File: src/hw/rtl/amd_ram.sv
module amd_ram #(
   parameter int DATA_W = 8,
   parameter int DEPTH  = 16
) (
   input  logic                                     clock,
   input  logic                                     we,
   input  logic                                     re,
   input  logic [((DEPTH > 1) ? $clog2(DEPTH) : 1)-1:0] addr,
   input  logic [DATA_W-1:0]                        wdata,
   output logic [DATA_W-1:0]                        rdata
);

   logic [DATA_W-1:0] mem [DEPTH];
   logic [DATA_W-1:0] rdata_ff;

   // Single port, registered read
   always_ff @(posedge clock) begin
      if (we) begin
         mem[addr] <= wdata;
      end
      if (re) begin
         rdata_ff <= mem[addr];
      end
   end

   assign rdata = rdata_ff;

endmodule

File: config.mk
export PLATFORM = sky130hd
export DESIGN_NAME = amd_ram
export DESIGN_NICKNAME = d
export VERILOG_FILES = /design/src/hw/rtl/amd_ram.sv
export SDC_FILE = /design/constraint.sdc
export NUM_CORES = 1
export LEC_CHECK = 0
export BUFFER_PORTS_ARGS = -buffer_cell sky130_fd_sc_hd__buf_4
export CAP_MARGIN = 30
export CELL_PAD_IN_SITES_DETAIL_PLACEMENT = 1
export CELL_PAD_IN_SITES_GLOBAL_PLACEMENT = 2
export CORE_MARGIN = 2
export CORE_UTILIZATION = 35
export DETAILED_ROUTE_END_ITERATION = 6
export PLACE_DENSITY_LB_ADDON = 0.3
export SLEW_MARGIN = 0
export SYNTH_ARGS = -nofsm -noshare
export SYNTH_HDL_FRONTEND = slang
export SYNTH_SLANG_ARGS = --single-unit
File: constraint.sdc
create_clock -name clock -period 2.9 [get_ports clock]
set_input_delay 0.58 -clock clock [delete_from_list [all_inputs] [get_ports clock]]
set_output_delay 0.58 -clock clock [all_outputs]
set_load 0.02 [all_outputs]
==> Yosys cells after proc, flatten, opt, wreduce, memory -nomap -nowiden <==
Memory sizes are Yosys's and may differ from the RTL's. A register that Yosys moved wholly into a read port is not among the register bits.
Index checks and enable logic that the tools add are counted.
{ "totals": {"wordCells": 3, "ram_bits": 128, "register_bits": 0, "output_inout_bits": 8, "in_bits": 15, "n_memories": 1} }
{ "memory_table": {"columns": ["memory", "depth", "width", "read_ports", "rd_clocked_by_memory_dff", "write_ports", "line_no", "source"], "rows": [
  ["mem", 16, 8, 1, 1, 1, "13", "logic [DATA_W-1:0] mem [DEPTH];"]
]} }
{ "classes": {"mux": 2} }
{ "op_table": {"columns": ["op", "count"], "rows": [
  ["$mux 1", 2]
]} }

==> Depth between registers and ports, before layout <==
{ "logic_depth": {"depth_word": 2, "mapped_depth": 5, "depth_no_buf": 3} }

==> Worst setup path before layout <==
No wires, ideal clock.
{ "synth_path": {"kind": "input port to flip-flop", "start": "in addr[2] in the netlist's numbering", "end": "mem mem[0][0], enable pin", "arrival_ps": 1690, "required_time_ps": 2517, "n_path_buf": 0, "path_stages": 2, "setup_slack_ps": 827, "cell_sequence": "or3b_2 nor3_1"} }
{ "synth_rtl": {"columns": ["element", "line_no", "source"], "rows": [
  ["start, declared", "8", "input logic [((DEPTH > 1) ? $clog2(DEPTH) : 1)-1:0] addr,"],
  ["end, declared", "13", null]
]} }
Straight into the memory's write port.

==> summary.md <==
| Metric | Value |
|---|---|
| Clock Sink Count | `136` |
| Pre-antenna DRT Iters | `4` |
| Min Hold Slack | `0.466 ns` |
| Die ar. | `between 15000 and 20000 um2` |
| Pwr dens | `just over 700 nW/um2` |
| CP max stage delay | `0.60 ns` |
| Clock Latency Late Sink | `0.42 ns` |
| Max FO, Critical Path | `39` |
| Relative slew margins | `43.3%` |
| Core ar. | `14400 um2` |
| Worst path required time | `between 3 and 4 ns` |
| Power share of the clock group | `43.9%` |
| Final wirelength | `11.2 mm` |
| Worst setup SP type | `input port` |
| Routed vias | `2449` |
| CP Data Arrival Time | `2.22 ns` |
| Mapped Cells | `230` |
| Gpl congestion | `0.705` |
| Reg clk slew, reported paths | `0.06 ns` |
| Worst min path class | `in -> reg` |
| P_int | `3.46 mW` |
| Yosys cell types | `17` |
| Final Max Tran Viols | `0` |
| GR Util All Layers | `15.4%` |
| Placed cells | `441` |
| Routed vias/inst | `5.18` |
| Initial antenna violation count | `0` |
| Final Hold Vio Count | `0` |
| Setup_tns | `0 ns` |
| Mapped Area | `5150 um2` |
| Max H-tree Level | `4` |
| Hold Crit Depth | `1` |
| CTS resizes | `0` |
| Die Width | `125 um` |
| Reg power frac | `50.8%` |
| Ant diodes | `0` |
| Top-level port count | `23` |
| Highest clock rate | `485 MHz` |
| Drt drc | `0` |
| 1st-iter DRT viols | `240` |
| Layout Nets | `approximately 290` |
| Combinational share of power | `5.2%` |
| Worst slew pin tran | `~0.85 ns` |
| Largest net degree at the start of global routing | `40` |
| CTS Buf Count | `17` |
| Critical path, cell by cell | `buf_4 > mux4_2 > a22oi_1 > nand2_1` |
| Root Driver | `clkbuf_16` |
| CTS Hold Buffers Added | `0` |
| GRT overflow | `0` |
| CTS max path bufs | `2` |
| Final setup violating endpoints | `0` |
| Pleak | `around 2 nW` |
| Crit Path Class | `in -> reg` |
| Skew final | `0.00755 ns` |
| Cells on worst reg2reg path | `3` |
| Post-route ant nets | `0` |
| Worst setup EP type | `flop` |
| Sw Pwr | `0.918 mW` |
| Num rows | `44` |
| CTS tree | `done` |
| Yosys Warn Count | `0` |
| Die Y-Extent | `125 um` |
| Status | `finished, final reports clean` |
| Fin cells | `473` |
| Post-layout min period | `2.06 ns` |
| Crit-path slowest cell | `mux4_2` |
| Syn nets | `roughly 250` |
| Sw Share | `21.0%` |
| Postcts setup bufs | `0` |
| Proportion of layout cells with a drive suffix above 1 | `33.2%` |
| Final Cycle Share | `roughly 71%` |
| Wire per inst | `approximately 24 um` |
| Max-cap violation count | `0` |
| Syn_area_per_cell | `between 20 and 25 um2` |
| # port buffers | `22` |
| First-pass GRT wire length | `17.1 mm` |
| Sequential-to-total area share from yosys stat | `79.3%` |
| Synth-to-layout area growth | `19.0%` |
| Vias in the first global route | `2551` |
| Post-DP HPWL | `6.80 mm` |
| Unrepaired setup endpoints after global routing | `false` |
| Synth Register Bits | `136` |
| Worst VDD drop | `0.438 mV` |
| Final core utilization | `42.5%` |
| Initial Utilization | `35.7%` |
## worst paths after layout
kind / from / to / slack, ns
setup / recovery: addr[0] / rdata[3]$_DFFE_PP_ / 0.84
hold reg to reg: mem[11][3]$_DFFE_PP_ / rdata[3]$_DFFE_PP_ / 0.78
setup reg to reg: mem[2][3]$_DFFE_PP_ / rdata[3]$_DFFE_PP_ / 1.30
hold / removal: re / rdata[0]$_DFFE_PP_ / 0.47
## power by group through the flow
stage	Combinational [mW]	Sequential [mW]	Clock, mW
finish	0.229	2.23	1.92
global route	0.250	2.23	2.04
CTS	0.236	2.23	1.96
detailed placement	0.235	2.27	0
global placement	0.231	2.27	0
floorplan	0.113	2.28	0
## layer usage
layer,track usage [%],routed length [um],vias to the layer above
li1,-,-,1065
met1,21.9,5030,1307
met2,22.7,5460,60
met3,3.77,479,17
met4,7.25,238,0
met5,0,0,-
## synthesized netlist by cell type, drive strengths merged
| master | instances | area [um2] |
|---|---|---|
| and2 | 1 | 6.26 |
| mux4 | 32 | 721 |
| nand3b | 2 | 15.0 |
| nor2 | 13 | 48.8 |
| nor2b | 2 | 12.5 |
| nand3 | 1 | 5.00 |
| nand2b | 2 | 12.5 |
| or3b | 1 | 8.76 |
| a22oi | 16 | 120 |
| nor3 | 4 | 20.0 |
| clkbuf | 3 | 12.5 |
| edfxtp | 136 | 4080 |
| nand2 | 9 | 33.8 |
| buf | 8 | 47.5 |
## critical path, delay by kind of cell
family          cells  cell delay, ns
simple gates        1            0.09
mux                 1            0.60
compound gates      1            0.38
buf+inv             1            0.56
## state kept, by name, summed over array words and instances, names as in the netlist
name / cells
mem: 128
rdata: 8
## cell type report
| type | instances | area [um2] |
|---|---|---|
| Fill cell | 1358 | 8300 |
| Multi-Input combinational cell | 83 | 1000 |
| Clock buffer | 20 | 437 |
| Clock inverter | 12 | 85.1 |
| Tap cell | 184 | 230 |
| Timing Repair Buffer | 38 | 285 |
| Sequential cell | 136 | 4080 |
## stage by stage
| step | worst slack [ns] | total power [mW] | cell area, um2 |
|---|---|---|---|
| 3_3_place_gp | 0.352 | 2.50 | 5600 |
| 2_1_floorplan | 0.827 | 2.39 | 5150 |
| 4_1_cts | 0.783 | 4.42 | 6120 |
| 5_1_grt | 0.735 | 4.52 | 6120 |
| 6_report | 0.838 | 4.38 | 6120 |
| 3_5_place_dp | 0.358 | 2.50 | 5600 |
## layout by cell type, fill, tap and decap left out
cell type,instances
nand2_1,9
mux4_2,32
clkinvlp_4,2
nand3b_1,2
bufinv_16,1
or3b_2,1
nor2b_1,2
clkinv_1,4
nor2_1,13
nor3_1,4
edfxtp_1,136
and2_1,1
clkbuf_1,3
clkbuf_16,17
buf_4,38
nand3_1,1
a22oi_1,16
clkinv_2,5
nand2b_1,2
## kinds of logic (layout without fill, tap and decap cells)
kind of cell           count (synthesis)  after routing  synth area share, %
multiplexers                          32             32                 14.0
AO/OA/AOI/OAI                         16             16                 2.33
flip-flops                           136            136                 79.3
buffers and inverters                 11             70                 1.17
AND/OR/NAND/NOR                       35             35                 3.16
(Power assumes the default switching activity.)
