<file path="config.mk">
export PLATFORM = sky130hd
export DESIGN_NAME = amd_div
export DESIGN_NICKNAME = d
export VERILOG_FILES = /design/src/hw/rtl/amd_pkg.sv /design/src/hw/rtl/amd_div.sv
export SDC_FILE = /design/constraint.sdc
export NUM_CORES = 1
export LEC_CHECK = 0
export BUFFER_PORTS_ARGS = -buffer_cell sky130_fd_sc_hd__buf_2
export CAP_MARGIN = 20
export CORE_UTILIZATION = 55
export CTS_CLUSTER_DIAMETER = 40
export CTS_CLUSTER_SIZE = 25
export DETAILED_ROUTE_END_ITERATION = 7
export HOLD_SLACK_MARGIN = 0.06
export PLACE_DENSITY = 0.77
export SLEW_MARGIN = 20
export SYNTH_ARGS = -nofsm -noshare
export SYNTH_HDL_FRONTEND = slang
export SYNTH_SLANG_ARGS = --single-unit
</file>
<file path="constraint.sdc">
create_clock -name clock -period 4.1 [get_ports clock]
set_input_delay 0.41 -clock clock [delete_from_list [all_inputs] [get_ports clock]]
set_output_delay 0.41 -clock clock [all_outputs]
set_load 0.02 [all_outputs]
</file>
<file path="src/hw/rtl/amd_pkg.sv">
package amd_pkg;

   // Field and register widths
   localparam int WIDTH_W       = 11;   // src_width register
   localparam int HEIGHT_W      = 16;   // src_height register
   localparam int PIX_W         = 8;    // one colour or alpha channel
   localparam int PA_W          = 9;    // horizontal pair alpha sum
   localparam int PC_W          = 17;   // horizontal pair premultiplied colour sum
   localparam int TA_W          = 10;   // 2x2 block alpha sum
   localparam int TC_W          = 18;   // 2x2 block colour sum plus rounding term
   localparam int ENTRY_W       = PA_W + 3 * PC_W;
   localparam int CSR_DATA_W    = 32;
   localparam int CSR_ADDR_W    = 3;

   // Defaults
   localparam int MAX_WIDTH_DEF = 1024;
   localparam logic [WIDTH_W-1:0]  RESET_WIDTH  = 11'd256;
   localparam logic [HEIGHT_W-1:0] RESET_HEIGHT = 16'd256;

   // Register indexes (address bit 2)
   localparam logic REG_WIDTH  = 1'b0;
   localparam logic REG_HEIGHT = 1'b1;

   // One RGBA8 pixel, red in the lowest byte
   typedef struct packed {
      logic [PIX_W-1:0] a;
      logic [PIX_W-1:0] b;
      logic [PIX_W-1:0] g;
      logic [PIX_W-1:0] r;
   } pixel_type;

   // Line store entry: horizontal pair sums of a block's top row
   typedef struct packed {
      logic [PC_W-1:0] pb;
      logic [PC_W-1:0] pg;
      logic [PC_W-1:0] pr;
      logic [PA_W-1:0] pa;
   } pair_type;

   // What a pixel does once its pair is formed
   typedef enum logic [1:0] {
      JOB_NONE,     // left pixel or dropped column/row
      JOB_WRITE,    // top row pair: write line store
      JOB_READ,     // bottom row pair: read line store and emit
      JOB_DIRECT    // single-row image: use the pair twice and emit
   } job_type;

   typedef enum logic [1:0] {
      ST_IDLE,
      ST_PAIR,
      ST_MERGE,
      ST_DIV
   } state_type;

   // Divider status
   typedef struct packed {
      logic busy;
      logic done;
   } div_stat_type;

endpackage

</file>
<file path="src/hw/rtl/amd_div.sv">
module amd_div (
   input  logic                                   clock,
   input  logic                                   reset,
   input  logic                                   start,
   input  logic [2:0][amd_pkg::TC_W-1:0]          num_in,
   input  logic [amd_pkg::TA_W-1:0]               den_in,
   output logic [2:0][amd_pkg::PIX_W-1:0]         quo,
   output amd_pkg::div_stat_type                  stat
);

   localparam int STEPS = amd_pkg::PIX_W;
   localparam int CNT_W = $clog2(STEPS);

   logic [2:0][amd_pkg::TC_W-1:0]  rem_ff, rem_in;
   logic [amd_pkg::TC_W-1:0]       dsh_ff;
   logic [2:0][amd_pkg::PIX_W-1:0] quo_ff, quo_in;
   logic [CNT_W-1:0]               cnt_ff;
   logic                           busy_ff;
   logic                           done_ff;
   logic [2:0]                     ge;

   // One quotient bit per cycle for each of the three channels
   always_comb begin
      for (int i = 0; i < 3; i++) begin
         ge[i]     = rem_ff[i] >= dsh_ff;
         rem_in[i] = ge[i] ? (rem_ff[i] - dsh_ff) : rem_ff[i];
         quo_in[i] = {quo_ff[i][amd_pkg::PIX_W-2:0], ge[i]};
      end
   end

   // Datapath: divisor starts at its top quotient weight and shifts down
   always_ff @(posedge clock) begin
      if (start) begin
         rem_ff <= num_in;
         dsh_ff <= amd_pkg::TC_W'({den_in, {(STEPS-1){1'b0}}});
      end else if (busy_ff) begin
         rem_ff <= rem_in;
         quo_ff <= quo_in;
         dsh_ff <= dsh_ff >> 1;
      end
   end

   // Step control
   always_ff @(posedge clock) begin
      if (reset) begin
         busy_ff <= 1'b0;
         done_ff <= 1'b0;
         cnt_ff  <= '0;
      end else if (start) begin
         busy_ff <= 1'b1;
         done_ff <= 1'b0;
         cnt_ff  <= '0;
      end else if (busy_ff) begin
         cnt_ff <= cnt_ff + CNT_W'(1);
         if (cnt_ff == CNT_W'(STEPS-1)) begin
            busy_ff <= 1'b0;
            done_ff <= 1'b1;
         end
      end
   end

   assign quo       = quo_ff;
   assign stat.busy = busy_ff;
   assign stat.done = done_ff;

endmodule
</file>
### Word-level counts from Yosys, hierarchy flattened

Index checks and enable logic that the tools add are counted.

* register bits: 100

* equal/unequal tests: 1
* bitwise operators: 1
* multiplexer cells: 10
* add/subtract/negate cells: 4
* magnitude comparators: 3
* reductions and logical operators: 10

Operator list (number)
* $mux 54: 2
* $ge 18x17->1: 3
* $mux 18: 3
* $sub 18x17->18: 3
* $mux 17: 2
* $reduce_and 2->1: 5
* $reduce_bool 2->1: 4
* $add 3x1->3 const B: 1
* $eq 3x3->1 const B: 1
* $mux 1: 3
* $reduce_or 2->1: 1
* $not 1->1: 1

### Logic depth before layout (Yosys ltp)

Gate-level depths: netlist of the first run.

* word-level depth: 4
* mapped depth: 10
* gate-level depth less buffers: 10

### Worst setup path before layout of the first run

No wires, ideal clock.

* path type: reg2reg
* from: register rem_ff[36] (netlist name)
* to: register rem_ff[36] (netlist name) (enable)
* clock period less this slack: 2.789 ns
* library setup time: 0.374 ns
* arrival: 2.415 ns
* cell stages (with the launch flop): 11
* slack: 1.311 ns
* cells stage by stage: edfxtp_1 > inv_1 > ha_1 > fa_1 > nor2b_1 > o2111ai_1 > a21boi_1 > a2bb2oi_1 > a221oi_2 > o21ai_1 > a21o_1

* longest elaborated chain between the ends: 3

RTL lines
* start, declared: RTL line amd_div.sv:14 `logic [2:0][amd_pkg::TC_W-1:0] rem_ff, rem_in;`
* start signal, assigned: RTL line amd_div.sv:34 `rem_ff <= num_in;`
* start signal, assigned: RTL line amd_div.sv:37 `rem_ff <= rem_in;`
* $ge 18x17->1: RTL line amd_div.sv:25 `ge[i] = rem_ff[i] >= dsh_ff;`
* net ge[2]: RTL line amd_div.sv:20 `logic [2:0] ge;`
* $reduce_bool 2->1 (no source line)
* $reduce_and 2->1 (no source line)

The timed path passes the listed nets, and every way through them passes these cells.
A chain may end at the register's enable or synchronous reset.

### Worst setup path in the final report of the first run

* from: register rem_ff[36] (netlist name)
* to: register rem_ff[38] (netlist name) (enable)

Same word-level chain as after synthesis.

==> impl_metrics.ini, run 1 <==
[floorplan]
initial_core_util_pct = 56.5
core-area_sq_um = 11400
die_x_microns = 110
die_area_sq_um = 12200
ios = 93
die_h_microns = 110
rows = 39

[hold_path]
min_path_type = in2reg
min_from = reset

[setup_path]
critPathMaxFanout = 18
critPathRequiredTime_ps = 4090
slowest_stage = a21o_1
r2r_start = rem_ff[36]
arrival_ps = 3230
cp-end-kind = register
startpoint = rem_ff[36]
critical_path_class = reg2reg
startpoint_type = register
cp_slowest_stage_delay_ps = 660
crit_chain = inv_1, ha_1, fa_1, nor2b_1, o2111ai_1, a21boi_1, a2bb2oi_1, a221oi_2, o21ai_1, a21o_1

[clock_tree]
cts_buffers = 9
htreeDepth = 3
clock_latency_ps = 360
clock-sinks = 100
ctsHoldBuffers = 0
cts_tree = built
cts_setup_buffers = 0
clock_path_buffers = 2
clkTransAtPathRegs_ps = 70
root_buffer = clkbuf_16
cts_resized = 0

[sta]
max_slew_margin_pct = 36.1
finalWorstPathRequiredPeriod_ps = 3240
finalCritPeriodShare_pct = 78.9
rsz0062_at_grt = false
setup_slack_ps = 863
fin_setup_tns_ps = 0
clock-skew-final_ps = 7.14
tightest_slew_ps = 958
whs_ps = 262
fmax_ghz = 0.309
finalSetupViolCount = 0
final-hold-violation-count = 0
slew_viol_final = 0

[final_layout]
multiInputGateArea_sq_um = 3330
antennaDiodeCount = 0
seqCellArea_sq_um = 2880
final_common_cell = buf_2
layout_common_cells = buf_2, edfxtp_1, nand2_1
n_fill_cell = 933
layout-drive-gt1-share_pct = 17.0
area_growth_pct = 13.1
nNetsFinal = 847

[global_route]
grt_usage_pct = 25.8
antenna_found_initial = 0
grt_max_degree = 87
grt_pass1_vias = 5060
gr-total-overflow = 0
grt_first_pass_wirelength_mm = 23.6

[synthesis]
avgSynthCellArea_sq_um = 10.0
synth.distinct_cells = 64
ys_async_sr_fraction_pct = 0
syn_area_sq_um = 6450
syn_inst = 644
synth_edf_count = 88
ys.flop_type = edfxtp_1
synth-seq-area-share_pct = 44.7
synthesis.nets = 767
yosys_warnings = 0
ys_ff_latch = 100

[route]
vias = 5206
wl_per_cell_microns = 17.0
dr.pass1.iters = 8
vias_per_cell = 5.97
dr.first_iter.drc_count = 364
wl_mm = 14.8
drc_errors = 0
antenna_left = 0

[flow_run]
max-cap-violations = 0

[status]
status = complete, no violations

[placed_design]
dpl.hpwl_mm = 10.9
io_buffers = 92
gp_congestion = 0.938
post-place-ws_ps = 867

[power_and_ir_drop]
irDropWorstVdd_uv = 427
power-per-cell-area_nw_per_um2 = 586
p_leak_nw = 3.04
## critical path: cells and delay by family, from the launching register on
family / cells / cell delay (ps)
AO/OA/AOI/OAI: 6 / 1720
flip-flops: 1 / 330
buffers and inverters: 1 / 40
AND/OR/NAND/NOR: 1 / 160
adder cells (fa/ha/maj): 2 / 610
## layout make-up
type,instances,share of cell area (%)
clock buffers,9,3.09
clock inverters,7,1.23
well taps,143,2.45
flip-flops and latches,100,39.5
repair buffers,94,6.55
multi-input cells,488,45.6
inverters,31,1.59
## routing by layer
| metal | share of wire, % | up-vias | track usage (%) |
|---|---|---|---|
| met5 | 0 | - | 0 |
| met4 | 2.2 | 0 | 10.9 |
| met3 | 6.1 | 25 | 4.47 |
| met2 | 48 | 195 | 43.7 |
| met1 | 44 | 2443 | 32.4 |
| li1 | - | 2543 | - |
## through the flow
| stage | util, % | total power, mW | instance area (sq um) | cells |
|---|---|---|---|---|
| 4_1_cts | 63.9 | 4.26 | 7300 | 872 |
| 5_1_grt | 63.9 | 4.56 | 7300 | 872 |
| 2_1_floorplan | - | 2.93 | 6450 | 644 |
| 3_5_place_dp | 61.2 | 3.33 | 6980 | 856 |
| 6_report | 63.9 | 4.28 | 7300 | 872 |
| 3_3_place_gp | 61.2 | 3.28 | 6980 | 856 |
## cells in the mapped netlist (3+ instances only)
| master | n | area [sq um] |
|---|---|---|
| nor2_1 | 33 | 124 |
| buf_6 | 3 | 33.8 |
| a22o_1 | 8 | 70.1 |
| xor2_1 | 19 | 166 |
| inv_1 | 31 | 116 |
| edfxtp_1 | 88 | 2640 |
| a31oi_1 | 6 | 37.5 |
| fa_1 | 3 | 60.1 |
| nor3_1 | 7 | 35.0 |
| nand2b_1 | 8 | 50.1 |
| clkbuf_1 | 19 | 71.3 |
| a21oi_1 | 33 | 165 |
| nand2_1 | 81 | 304 |
| o21a_1 | 9 | 67.6 |
| o221ai_1 | 3 | 26.3 |
| o21ai_0 | 67 | 335 |
| xnor2_1 | 22 | 193 |
| nand3_1 | 14 | 70.1 |
| and2_1 | 3 | 18.8 |
| and3_1 | 4 | 25.0 |
| a211oi_1 | 5 | 37.5 |
| mux2i_1 | 10 | 100 |
| buf_4 | 3 | 22.5 |
| a21o_1 | 21 | 158 |
| o31ai_1 | 3 | 22.5 |
| nor2b_1 | 10 | 62.6 |
| mux2_2 | 3 | 33.8 |
| nor4_1 | 3 | 18.8 |
| o21bai_1 | 4 | 30.0 |
| dfxtp_1 | 12 | 240 |
| ha_1 | 53 | 663 |
| nand4_1 | 7 | 43.8 |
| o21ai_1 | 8 | 40.0 |
| nor3b_1 | 3 | 22.5 |
## path summary, 6_finish.rpt
kind / cells after the start / slack [ps] / endpoint
worst min register to register: 0 / 450 / quo[18]
worst max-delay path: 10 / 860 / rem_ff[38]
worst max register to register: 10 / 860 / rem_ff[38]
worst min-delay path: 2 / 260 / busy_ff
## cell families (layout without fill, tap and decap cells)
family,after synthesis,in the layout,share of synthesized area [%]
mux,13,13,2.08
buf+inv,56,141,3.78
fa+ha+maj,56,56,11.2
flops,100,100,44.7
xor+xnor,41,41,5.57
simple gates,180,180,12.9
compound gates,198,198,19.8
## report_power, final
group          leakage [nW]  internal (mW)  total [mW]  switching [mW]
clock network         0.156          0.492       0.918           0.426
logic                  1.91          0.794        1.90            1.10
registers             0.969           1.37        1.47          0.0918
## registers in the layout, summed over array words and instances (netlist names)
name and count:
dsh_ff 17, cnt_ff 3, busy_ff 1, quo 24
done_ff 1, rem_ff 54
Note: power is estimated with default switching activity, not from simulation.
==> run 2, diff against run 1 <==
Clock period 4.1 ns to 3.1 ns, I/O delays scaled along.
==> run 2 against run 1 <==
Maximum frequency rose by 11%; sequential power increased by 32%; total power increased by 30%; global-route usage grew 1.0 points; clock power up 15%; hold slack lost 92 ps; critical path depth unchanged; critical endpoint is now rem_ff[36].
==> impl_metrics.ini, run 2 (same netlist as run 1, synthesis figures left out) <==
[clock_tree]
clock_path_buffers = 2
root_buffer = clkbuf_16
ctsHoldBuffers = 0
clkTransAtPathRegs_ps = 60
htreeDepth = 3
clock-sinks = 100
clock_latency_ps = 370
cts_tree = built
cts_resized = 0
cts_setup_buffers = 0
cts_buffers = 9

[status]
status = complete, no violations

[route]
drc_errors = 0
dr.first_iter.drc_count = 402
antenna_left = 0
vias = 5275
wl_per_cell_microns = 17.8
vias_per_cell = 6.02
wl_mm = 15.6
dr.pass1.iters = 5

[sta]
clock-skew-final_ps = 10.5
slew_viol_final = 0
finalWorstPathRequiredPeriod_ps = 2910
rsz0062_at_grt = false
final-hold-violation-count = 0
finalCritPeriodShare_pct = 94.0
fmax_ghz = 0.343
tightest_slew_ps = 917
max_slew_margin_pct = 38.6
whs_ps = 169
finalSetupViolCount = 0
fin_setup_tns_ps = 0
setup_slack_ps = 186

[placed_design]
post-place-ws_ps = 192
postPlaceCellArea_sq_um = 7040
dpl.hpwl_mm = 11.3
io_buffers = 92
dpl.cell_count = 860
gp_congestion = 0.975

[floorplan]
rows = 39
die_x_microns = 110
die_area_sq_um = 12200
initial_core_util_pct = 56.5
ios = 93
core-area_sq_um = 11400
die_h_microns = 110

[setup_path]
arrival_ps = 2980
crit_chain = ha_1, fa_1, nor2b_1, o2111ai_1, a21boi_1, a2bb2oi_1, a221oi_2, o21ai_1, a21o_1, buf_12
startpoint_type = register
cp-end-kind = register
critPathRequiredTime_ps = 3170
critical_path_class = reg2reg
cp_num_buf_inv = 1
critPathMaxFanout = 18
crit_family = compound AO/OA/AOI/OAI gates
slowest_stage = fa_1
cp_slowest_stage_delay_ps = 420

[final_layout]
layout_common_cells = buf_2, edfxtp_1, nand2_1
area_growth_pct = 13.3
finalInstanceArea_sq_um = 7310
multiInputGateArea_sq_um = 3330
largest-register = rem_ff
utilization_pct = 64.0
fin_cells = 876
nNetsFinal = 851
final_common_cell = buf_2
n_fill_cell = 935
seqCellArea_sq_um = 2880
layout-drive-gt1-share_pct = 17.2
largest_reg_flops = 54
antennaDiodeCount = 0

[global_route]
grt_max_degree = 97
grt_pass1_vias = 5009
grt_first_pass_wirelength_mm = 24.2
gr-total-overflow = 0
grt_usage_pct = 26.8
antenna_found_initial = 0

[power_and_ir_drop]
irDropWorstVdd_uv = 517
total_power_mw = 5.57
p_leak_nw = 3.03
power-per-cell-area_nw_per_um2 = 763

[flow_run]
max-cap-violations = 0

[hold_path]
min_path_type = in2reg
run 2: cell count changes in the layout (fill, tap and decap cells not counted), moves of 2 or more:
cell / previous run / this run
inv_8: 3 / 0
clkinvlp_4: 0 / 2
buf_4: 3 / 5
buf_12: 0 / 2
inv_6: 2 / 0
run 2: worst reg2reg max path, delay by kind of cell (launching register included):
family,cells,cell delay [ps]
DFF,1,350
AOI/OAI and AO/OA,6,1280
and+or+nand+nor,1,160
buffers and inverters,1,180
adders and majority gates,2,650
run 2: where the power goes:
group,leakage [nW],internal [mW],switching (mW)
logic,1.94,1.06,1.50
registers,0.969,1.82,0.124
clock network,0.126,0.543,0.521
run 2: final timing paths:
path,start,end,slack (ps),depth (start not counted)
worst min-delay path,reset,busy_ff,170,2
worst max-delay path,dsh_ff[0],rem_ff[36],190,10
worst max register to register,dsh_ff[0],rem_ff[36],190,10
worst min register to register,quo[21],quo[22],440,0
run 2: area by class of cell:
| cell class | count | share of cell area [%] |
|---|---|---|
| Tap cell | 143 | 2.45 |
| Clock buffer | 10 | 3.13 |
| Sequential cell | 100 | 39.4 |
| Multi-Input combinational cell | 488 | 45.5 |
| Timing Repair Buffer | 98 | 7.29 |
| Inverter | 31 | 1.59 |
| Clock inverter | 6 | 0.565 |
run 2: per-layer routing:
metal  wire length (microns)  GRT usage, %  vias to the layer above  share of wire (%)
met5                       0             0                        -                  0
met4                     277          9.40                        0                1.8
met3                    1140          5.88                       19                7.3
met2                    7190          43.3                      209                 46
met1                    6980          35.6                     2490                 45
li1                        -             -                     2557                  -
==> run 3, diff against run 2 <==
Settings changed: CORE_MARGIN set to 2.
==> run 3 against run 2 <==
Sequential cell count is the same; count of clock-buffer cells in the layout shrank 1; critical path depth grew 1; final cell count is the same; final area grew 0.67%.
==> impl_metrics.ini, run 3 (same netlist as run 1, synthesis figures left out) <==
[placed_design]
dpl.hpwl_mm = 11.6
io_buffers = 92
gp_congestion = 0.904

[clock_tree]
cts_tree = built
clock-sinks = 100
clkTransAtPathRegs_ps = 80
htreeDepth = 3
clock_latency_ps = 350
root_buffer = clkbuf_16
cts_buffers = 9
ctsHoldBuffers = 0
clock_path_buffers = 2
cts_resized = 0
cts_setup_buffers = 0

[route]
drc_errors = 0
wl_per_cell_microns = 17.7
dr.pass1.iters = 5
antenna_left = 0
vias = 5256
dr.first_iter.drc_count = 457
wl_mm = 15.5
vias_per_cell = 6.00

[floorplan]
core-area_sq_um = 11400
ios = 93
initial_core_util_pct = 56.5
die_area_sq_um = 12600
die_x_microns = 112
die_h_microns = 112
rows = 39

[power_and_ir_drop]
power.switching_mw = 2.19
intPower_mw = 3.46
p_seq_share_pct = 34.2
irDropWorstVdd_uv = 376
pwr-share-clk_pct = 20.6
p_comb_share_pct = 45.2
switching_share_pct = 38.7
p_leak_nw = 3.06
power-per-cell-area_nw_per_um2 = 769

[setup_path]
startpoint_type = register
reg2reg_slack_ps = 190
critPathRequiredTime_ps = 3160
r2r_start = rem_ff[36]
arrival_ps = 2970
rr_worst_depth = 11
critical_path_class = reg2reg
critPathMaxFanout = 18
cp-end-kind = register
r2r_end = rem_ff[40]

[flow_run]
max-cap-violations = 0

[final_layout]
nNetsFinal = 851
layout_common_cells = buf_2, edfxtp_1, nand2_1
multiInputGateArea_sq_um = 3330
antennaDiodeCount = 0
layout-drive-gt1-share_pct = 17.5
largest-register = rem_ff
final_common_cell = buf_2
n_fill_cell = 920
area_growth_pct = 14.0
largest_reg_flops = 54
seqCellArea_sq_um = 2880

[sta]
finalWorstPathRequiredPeriod_ps = 2910
fin_setup_tns_ps = 0
clock-skew-final_ps = 13.1
tightest_slew_ps = 735
rsz0062_at_grt = false
slew_viol_final = 0
max_slew_margin_pct = 51.0
finalCritPeriodShare_pct = 94.0
finalSetupViolCount = 0
final-hold-violation-count = 0
fmax_ghz = 0.343
whs_ps = 175

[global_route]
grt_first_pass_wirelength_mm = 25.1
grt_max_degree = 90
gr-total-overflow = 0
grt_pass1_vias = 5192
grt_usage_pct = 25.1
antenna_found_initial = 0

[hold_path]
min_from = reset
min_path_cells = 2
min_path_type = in2reg
hold_end = busy_ff

[status]
status = complete, no violations
-- run 3: cell count changes in the layout (fill, tap and decap cells not counted), sizes merged --
cell / change
inv: +2
clkinvlp: -2
clkinv: +1
clkbuf: -1
-- run 3: power groups by stage --
stage | combinational, mW | clock [mW] | sequential [mW]
after detailed placement | 2.49 | 0 | 1.96
after CTS | 2.52 | 1.19 | 1.93
final | 2.55 | 1.16 | 1.94
after global routing | 2.84 | 1.24 | 1.96
after floorplan | 1.95 | 0 | 1.93
after global placement | 2.42 | 0 | 1.96
-- run 3: layout make-up --
class | count | share of cell area (%)
clock inverters | 7 | 1.28
clock buffers | 9 | 3.06
flip-flops and latches | 100 | 39.2
inverters | 31 | 1.58
multi-input cells | 488 | 45.2
repair buffers | 98 | 7.24
well taps | 143 | 2.43
-- run 3: per-stage QoR --
stage / util, % / std cells / total power [mW] / area (sq um) / setup WS [ps]
2_1_floorplan: - / 644 / 3.88 / 6450 / 311
3_3_place_gp: 61.6 / 860 / 4.38 / 7040 / 255
3_5_place_dp: 61.6 / 860 / 4.46 / 7040 / 203
4_1_cts: 64.4 / 876 / 5.64 / 7360 / 190
5_1_grt: 64.4 / 876 / 6.04 / 7360 / 38.1
6_report: 64.4 / 876 / 5.65 / 7360 / 187
-- run 3: critical path, stage by stage, from the launching register on --
cell and delay (ps):
edfxtp_1 330, inv_1 40, ha_1 210, fa_1 400, nor2b_1 170, o2111ai_1 140
a21boi_1 240, a2bb2oi_1 410, a221oi_2 130, o21ai_1 190, a21o_1 180, buf_12 170
-- run 3: layer usage --
metal / vias to the layer above / share of wire [%] / GRT usage [%]
met5: - / 0 / 0
li1: 2547 / - / -
met4: 0 / 2.2 / 8.37
met3: 29 / 6.9 / 3.89
met1: 2451 / 43 / 34.0
met2: 229 / 48 / 41.7
-- run 3: worst max-delay path by stage --
stage	startpoint	to	slack (ps)	depth (start not counted)
finish	rem_ff[36]	rem_ff[40]	190	11
global route	dsh_ff[0]	rem_ff[42]	40	10
CTS	rem_ff[36]	rem_ff[42]	190	11
detailed placement	rem_ff[36]	rem_ff[38]	200	11
global placement	rem_ff[36]	rem_ff[38]	250	11
floorplan	rem_ff[36]	rem_ff[36]	310	10
